$ cat src/sv/crlf_pkg.sv
package crlf_pkg;

	localparam logic [7:0] BYTE_CR = 8'h0D;
	localparam logic [7:0] BYTE_LF = 8'h0A;

	// Most payload words a frame can carry out
	localparam int MAX_WORDS = 8;
	localparam int WORD_BITS = 32;
	localparam int FRAME_BITS = MAX_WORDS * WORD_BITS;

	typedef enum logic [4:0] {
		PH_HUNT     = 5'b00001,
		PH_LF       = 5'b00010,
		PH_DATA     = 5'b00100,
		PH_TRAIL_LF = 5'b01000,
		PH_TRAIL_CR = 5'b10000
	} phase_t;

	typedef logic [FRAME_BITS-1:0] frame_t;

	// Status from the parser to the top level and the output buffer
	typedef struct packed {
		logic trail_cr;  // parser waits for the closing CR
		logic emit;      // good trailer taken this cycle
	} parse_stat_t;

endpackage

$ cat src/sv/crlf_parse.sv
module crlf_parse #(
	parameter int PAYLOAD_BYTES = 32,
	parameter int NWORDS        = 8
) (
	input  logic                 clk,
	input  logic                 arst_n,
	input  logic                 rx_fire,
	input  logic [7:0]           rx_byte,
	output crlf_pkg::parse_stat_t stat,
	output crlf_pkg::frame_t     frame
);
	import crlf_pkg::*;

	localparam int PW     = $clog2(PAYLOAD_BYTES);
	localparam int NBYTES = NWORDS * 4;

	phase_t          phase_q;
	logic [PW-1:0]   pos_q;
	logic [7:0]      store_q [NBYTES];

	// Update the phase and the byte position on every accepted byte
	always_ff @(posedge clk or negedge arst_n) begin
		if (!arst_n) begin
			phase_q <= PH_HUNT;
			pos_q   <= '0;
		end else if (rx_fire) begin
			unique case (phase_q)
				PH_HUNT: begin
					phase_q <= (rx_byte == BYTE_CR) ? PH_LF : PH_HUNT;
				end
				PH_LF: begin
					if (rx_byte == BYTE_LF) begin
						pos_q   <= '0;
						phase_q <= PH_DATA;
					end else if (rx_byte != BYTE_CR) begin
						phase_q <= PH_HUNT;
					end
				end
				PH_DATA: begin
					if (pos_q == PW'(PAYLOAD_BYTES - 1)) begin
						pos_q   <= '0;
						phase_q <= PH_TRAIL_LF;
					end else begin
						pos_q <= pos_q + 1'b1;
					end
				end
				PH_TRAIL_LF: begin
					phase_q <= (rx_byte == BYTE_LF) ? PH_TRAIL_CR : PH_HUNT;
				end
				PH_TRAIL_CR: begin
					phase_q <= PH_HUNT;
				end
				default: begin
					phase_q <= PH_HUNT;
				end
			endcase
		end
	end

	// Keep only the bytes that reach the output; the rest are dropped
	always_ff @(posedge clk) begin
		if (rx_fire && phase_q == PH_DATA) begin
			for (int b = 0; b < NBYTES; b++) begin
				if (pos_q == PW'(b)) begin
					store_q[b] <= rx_byte;
				end
			end
		end
	end

	assign stat.trail_cr = (phase_q == PH_TRAIL_CR);
	assign stat.emit     = rx_fire && (phase_q == PH_TRAIL_CR) && (rx_byte == BYTE_CR);

	// Little-endian packing: byte 4k sits in bits 7:0 of word k
	genvar w;
	generate
		for (w = 0; w < MAX_WORDS; w++) begin : g_word
			if (w < NWORDS) begin : g_used
				assign frame[w*WORD_BITS +: WORD_BITS] = {store_q[4*w+3], store_q[4*w+2],
				                                          store_q[4*w+1], store_q[4*w]};
			end else begin : g_unused
				assign frame[w*WORD_BITS +: WORD_BITS] = '0;
			end
		end
	endgenerate

endmodule

$ cat src/sv/crlf_drain.sv
module crlf_drain #(
	parameter int NWORDS = 8
) (
	input  logic                 clk,
	input  logic                 arst_n,
	input  logic                 emit,
	input  crlf_pkg::frame_t     frame,
	output logic                 busy,
	output logic                 word_valid,
	input  logic                 word_ready,
	output logic [2:0]           word_index,
	output logic [31:0]          word_value,
	output logic                 last_word
);
	import crlf_pkg::*;

	logic [WORD_BITS-1:0] buf_q [MAX_WORDS];
	logic                 busy_q;
	logic [2:0]           idx_q;
	logic                 last;

	assign last = (idx_q == 3'(NWORDS - 1));

	always_ff @(posedge clk or negedge arst_n) begin
		if (!arst_n) begin
			busy_q <= 1'b0;
			idx_q  <= '0;
		end else if (emit) begin
			busy_q <= 1'b1;
			idx_q  <= '0;
		end else if (busy_q && word_ready) begin
			if (last) begin
				busy_q <= 1'b0;
			end else begin
				idx_q <= idx_q + 1'b1;
			end
		end
	end

	// Take a copy of the frame so the parser can refill its store at once
	always_ff @(posedge clk) begin
		if (emit) begin
			for (int k = 0; k < MAX_WORDS; k++) begin
				buf_q[k] <= frame[k*WORD_BITS +: WORD_BITS];
			end
		end
	end

	assign busy       = busy_q;
	assign word_valid = busy_q;
	assign word_index = idx_q;
	assign word_value = buf_q[idx_q];
	assign last_word  = last;

endmodule

$ cat src/sv/crlf_framed_payload_deframer.sv
// Byte-stream deframer: each accepted request on the rx channel is one received byte. The
// block hunts for CR LF (extra CRs before the LF are tolerated), stores PAYLOAD_BYTES bytes
// as plain data, then needs LF CR as trailer. A wrong byte drops the frame and returns to
// the hunt without looking at that byte again. On a good trailer the payload goes out as
// little-endian 32-bit words (at most eight, a partial trailing word is dropped), the final
// one flagged by last_word. One byte is taken every cycle while rx_ready is high: each byte
// needs one compare and a store write. The finished frame is copied into an output buffer, so
// the next frame can be received while words drain; rx_ready falls only while the parser waits
// for the closing byte of a frame and the previous frame is still waiting to be taken.
module crlf_framed_payload_deframer #(
	parameter int PAYLOAD_BYTES = 32
) (
	input  logic        clk,
	input  logic        arst_n,
	input  logic        rx_valid,
	output logic        rx_ready,
	input  logic [7:0]  rx_byte,
	output logic        word_valid,
	input  logic        word_ready,
	output logic [2:0]  word_index,
	output logic [31:0] word_value,
	output logic        last_word
);
	import crlf_pkg::*;

	// Whole words in the payload, capped at the output limit
	localparam int NWORDS = ((PAYLOAD_BYTES / 4) > MAX_WORDS) ? MAX_WORDS : (PAYLOAD_BYTES / 4);

	parse_stat_t stat;
	frame_t      frame;
	logic        busy;
	logic        rx_fire;

	// Hold the closing byte back while the output buffer still owns a frame
	assign rx_ready = !(stat.trail_cr && busy);
	assign rx_fire  = rx_valid && rx_ready;

	crlf_parse #(
		.PAYLOAD_BYTES(PAYLOAD_BYTES),
		.NWORDS       (NWORDS)
	) u_parse (
		.clk    (clk),
		.arst_n (arst_n),
		.rx_fire(rx_fire),
		.rx_byte(rx_byte),
		.stat   (stat),
		.frame  (frame)
	);

	crlf_drain #(
		.NWORDS(NWORDS)
	) u_drain (
		.clk       (clk),
		.arst_n    (arst_n),
		.emit      (stat.emit),
		.frame     (frame),
		.busy      (busy),
		.word_valid(word_valid),
		.word_ready(word_ready),
		.word_index(word_index),
		.word_value(word_value),
		.last_word (last_word)
	);

endmodule
$ cat config.mk
export PLATFORM = sky130hd
export DESIGN_NAME = crlf_framed_payload_deframer
export DESIGN_NICKNAME = d
export VERILOG_FILES = /design/src/sv/crlf_pkg.sv /design/src/sv/crlf_parse.sv /design/src/sv/crlf_drain.sv /design/src/sv/crlf_framed_payload_deframer.sv
export SDC_FILE = /design/constraint.sdc
export NUM_CORES = 1
export LEC_CHECK = 0
export ABC_AREA = 1
export BUFFER_PORTS_ARGS = -buffer_cell sky130_fd_sc_hd__buf_2
export CORE_MARGIN = 2
export CORE_UTILIZATION = 45
export DETAILED_ROUTE_END_ITERATION = 12
export GPL_TIMING_DRIVEN = 1
export PLACE_DENSITY_LB_ADDON = 0.15
export SLEW_MARGIN = 20
export SYNTH_ARGS = -nofsm -noshare
export SYNTH_HDL_FRONTEND = slang
export SYNTH_SLANG_ARGS = --single-unit
$ cat constraint.sdc
create_clock -name clk -period 20.3 [get_ports clk]
set_input_delay 4.06 -clock clk [delete_from_list [all_inputs] [get_ports clk]]
set_output_delay 4.06 -clock clk [all_outputs]
set_load 0.05 [all_outputs]
==> flow_summary.ini <==
[status]
status = finished, final reports clean

[cts]
clockBufferDepth = 3
cts_resized = 0
h-tree-depth = 2
cts_inserted_buffers = 51
tritoncts = yes
clkLatencyLatePin_ns = 0.57
postCtsSetupBuffers = 0
cts_root_buffer = clkbuf_16
cts_hold_buf = 0
clkTransAtPathRegs_ns = 0.06
clock-sinks = 526

[worst_setup_path]
critPathSlowestCell = dfrtp_4
worstPathCellList = buf_4, buf_4, o21ai_0, o22ai_1, nand2_1, nand2_1, buf_2
path_buf_inv = 3
cp_slowest_stage_delay_ns = 0.85
cp_num_cells = 7
path_max_fanout = 47
startpoint_type = flip-flop
critPathRequiredTime_ns = 16.24
path_delay_family = buffers and inverters
r2r_cells = 8
setup.worst_path.class = flip-flop to output pin
worstPathArrival_ns = 3.76
critPathCaptureType = output pin

[detailed_routing]
vias_per_cell = 5.25
wl_per_cell_um = 21.4
vias = 9186
drtIter0Drc = 772
ant_nets = 0
first_pass_iters = 8
wl_mm = 37.5
drc = 0

[die]
core-area_um2 = 41100
rows = 74
io_pins = 50
die-width_um = 209
die-area_um2 = 43600
initial_core_util = 0.459
die_y_um = 209

[cells_and_area]
layout.nets = 1197
synthToLayoutAreaGrowth_pct = 12.8
antenna-diode-count = 0
final_util = 0.518
layout-drive-gt1-share = 0.136
n_fill_cell = 3351

[sta]
finalCritPeriodShare = 0.385
finalSetupViolCount = 0
rsz0062_at_grt = no
fin_skew_ns = 0.0191
fmax_ghz = 0.128
tightest_slew_ns = 1.08
finalCriticalPeriod_ns = 7.82
final_hold_viol_count = 0
drv_slew = 0
finalSetupTns_ns = 0
relSlewSlack = 0.280

[synth]
synth.top_cell.area_share = 0.815
ys_types = 32
synth_warnings = 0
ys_ff_latch = 526
async_flop_share = 0.0266
yosysMostFrequentCell = edfxtp_1
syn_area_um2 = 18900
yosysTopAreaCell = edfxtp_1
synth_common_cells = edfxtp_1, nand2_1, nor2_1
syn_area_per_cell_um2 = 17.1
syn_inst = 1105
synth_edf_count = 512
synth-seq-area-share = 0.834
synthFlopType = edfxtp_1
synth.area.top_cells = edfxtp_1, mux2i_1, nand2_1
syn_nets = 1125

[power]
power.density_nw_per_um2 = 98.5
power_uw = 2100
irDropWorstVdd_mv = 0.0507
p_leak_uw = 0.00690

[placed_design]
place.gp.congestion = 0.784
portBuffers = 49
dp_hpwl_mm = 21.0

[min_path]
worstHoldPathCells = 0
hold_class = flip-flop to flip-flop

[global_routing]
gr-total-overflow = 0
grt_pass1_vias = 9184
grt_max_degree = 81
grt_pass1_wl_mm = 56.3
track_usage = 0.174
grt_antenna_before_repair = 1

[flow_run]
maxCapViolations = 0
per-layer routing:
layer  track usage  vias up  wire length (um)
li1              -     4283                 -
met2         0.283      175             17900
met4        0.0505        0               851
met1         0.248     4666             17200
met3        0.0227       62              1520
met5             0        -                 0
cell type report:
cell class	instances	area [um^2]	share of cell area
timing repair buffer	64	358	0.0168
clock inverter	26	203	0.00953
inverter	27	103	0.00482
multi-input combinational	507	2830	0.133
clock buffer	67	1390	0.0651
tap	532	666	0.0313
sequential	526	15700	0.739
cells by family (layout without fill, tap and decap cells):
family / count (synthesis) / after routing / synth area share
AO/OA/AOI/OAI: 137 / 137 / 0.0407
buffers and inverters: 72 / 184 / 0.0178
XOR/XNOR: 1 / 1 / 0.000465
adder cells (fa/ha/maj): 8 / 8 / 0.00531
flip-flops: 526 / 526 / 0.834
AND/OR/NAND/NOR: 297 / 297 / 0.0677
multiplexers: 64 / 64 / 0.0340
worst register-to-register path, cell delays in order (launching register included):
cell and delay [ns]:
dfrtp_4 0.85, buf_4 0.66, buf_4 0.72, ha_1 0.28, ha_1 0.18, inv_1 0.05
nand3_1 0.15, xor2_1 0.17, nor2_1 0.06
final timing paths:
| path | from | to | slack [ns] |
|---|---|---|---|
| max | u_drain.word_index[0]$_DFFE_PN0P_ | word_value[3] | 12.48 |
| min in group asynchronous | arst_n | u_parse.pos_q[4]$_DFFE_PN0P_ | 3.43 |
| max reg2reg | u_drain.word_index[0]$_DFFE_PN0P_ | u_drain.word_index[0]$_DFFE_PN0P_ | 17.03 |
| min reg2reg | u_parse.store_q[0][24]$_DFFE_PP_ | u_drain.buf_q[0][24]$_DFFE_PP_ | 0.41 |
| max in group asynchronous | arst_n | u_drain.word_index[0]$_DFFE_PN0P_ | 16.53 |
| min | u_parse.store_q[0][24]$_DFFE_PP_ | u_drain.buf_q[0][24]$_DFFE_PP_ | 0.41 |
stage by stage:
step	hold WS (ns)	cell area, um^2	instances	setup slack (ns)
2_1_floorplan	0.400	18900	1105	5.25
3_3_place_gp	0.400	19700	1656	12.80
3_5_place_dp	0.405	19700	1656	12.75
4_1_cts	0.415	21300	1749	12.41
5_1_grt	0.419	21300	1749	12.18
6_report	0.414	21300	1749	12.48
cells in the final DEF (no fill, tap or decap), types with 3 or more instances in the layout:
master	synthesis	routed
edfxtp_1	512	512
mux2i_1	64	64
nand3_1	18	18
inv_2	4	4
bufinv_16	0	3
o22ai_1	64	64
nand2_4	3	3
clkbuf_16	0	51
clkinv_1	0	12
nor2_2	3	7
nor2_4	4	4
nor3_1	6	3
nor2_1	106	102
clkinv_2	0	8
o21ai_0	64	64
nand2_1	147	147
buf_4	5	15
dfrtp_1	13	11
clkbuf_1	19	11
buf_2	11	49
ha_1	8	8
clkbuf_8	0	5
inv_1	23	22
o21ai_1	6	6
nand2_2	3	3
flip-flops by register name, indices dropped and copies added (netlist names):
name / flops
u_parse.pos_q: 5
u_drain.word_index: 3
u_drain.busy: 1
u_parse.phase_q: 5
u_drain.buf_q: 256
u_parse.store_q: 256
power breakdown:
| group | switching [uW] | internal, uW | leakage (uW) |
|---|---|---|---|
| clock network | 378 | 516 | 0.000775 |
| registers | 0.849 | 1180 | 0.00477 |
| logic | 15.0 | 3.03 | 0.00136 |
| total | 394 | 1700 | 0.00690 |
Power figures use the tool's default switching activity.
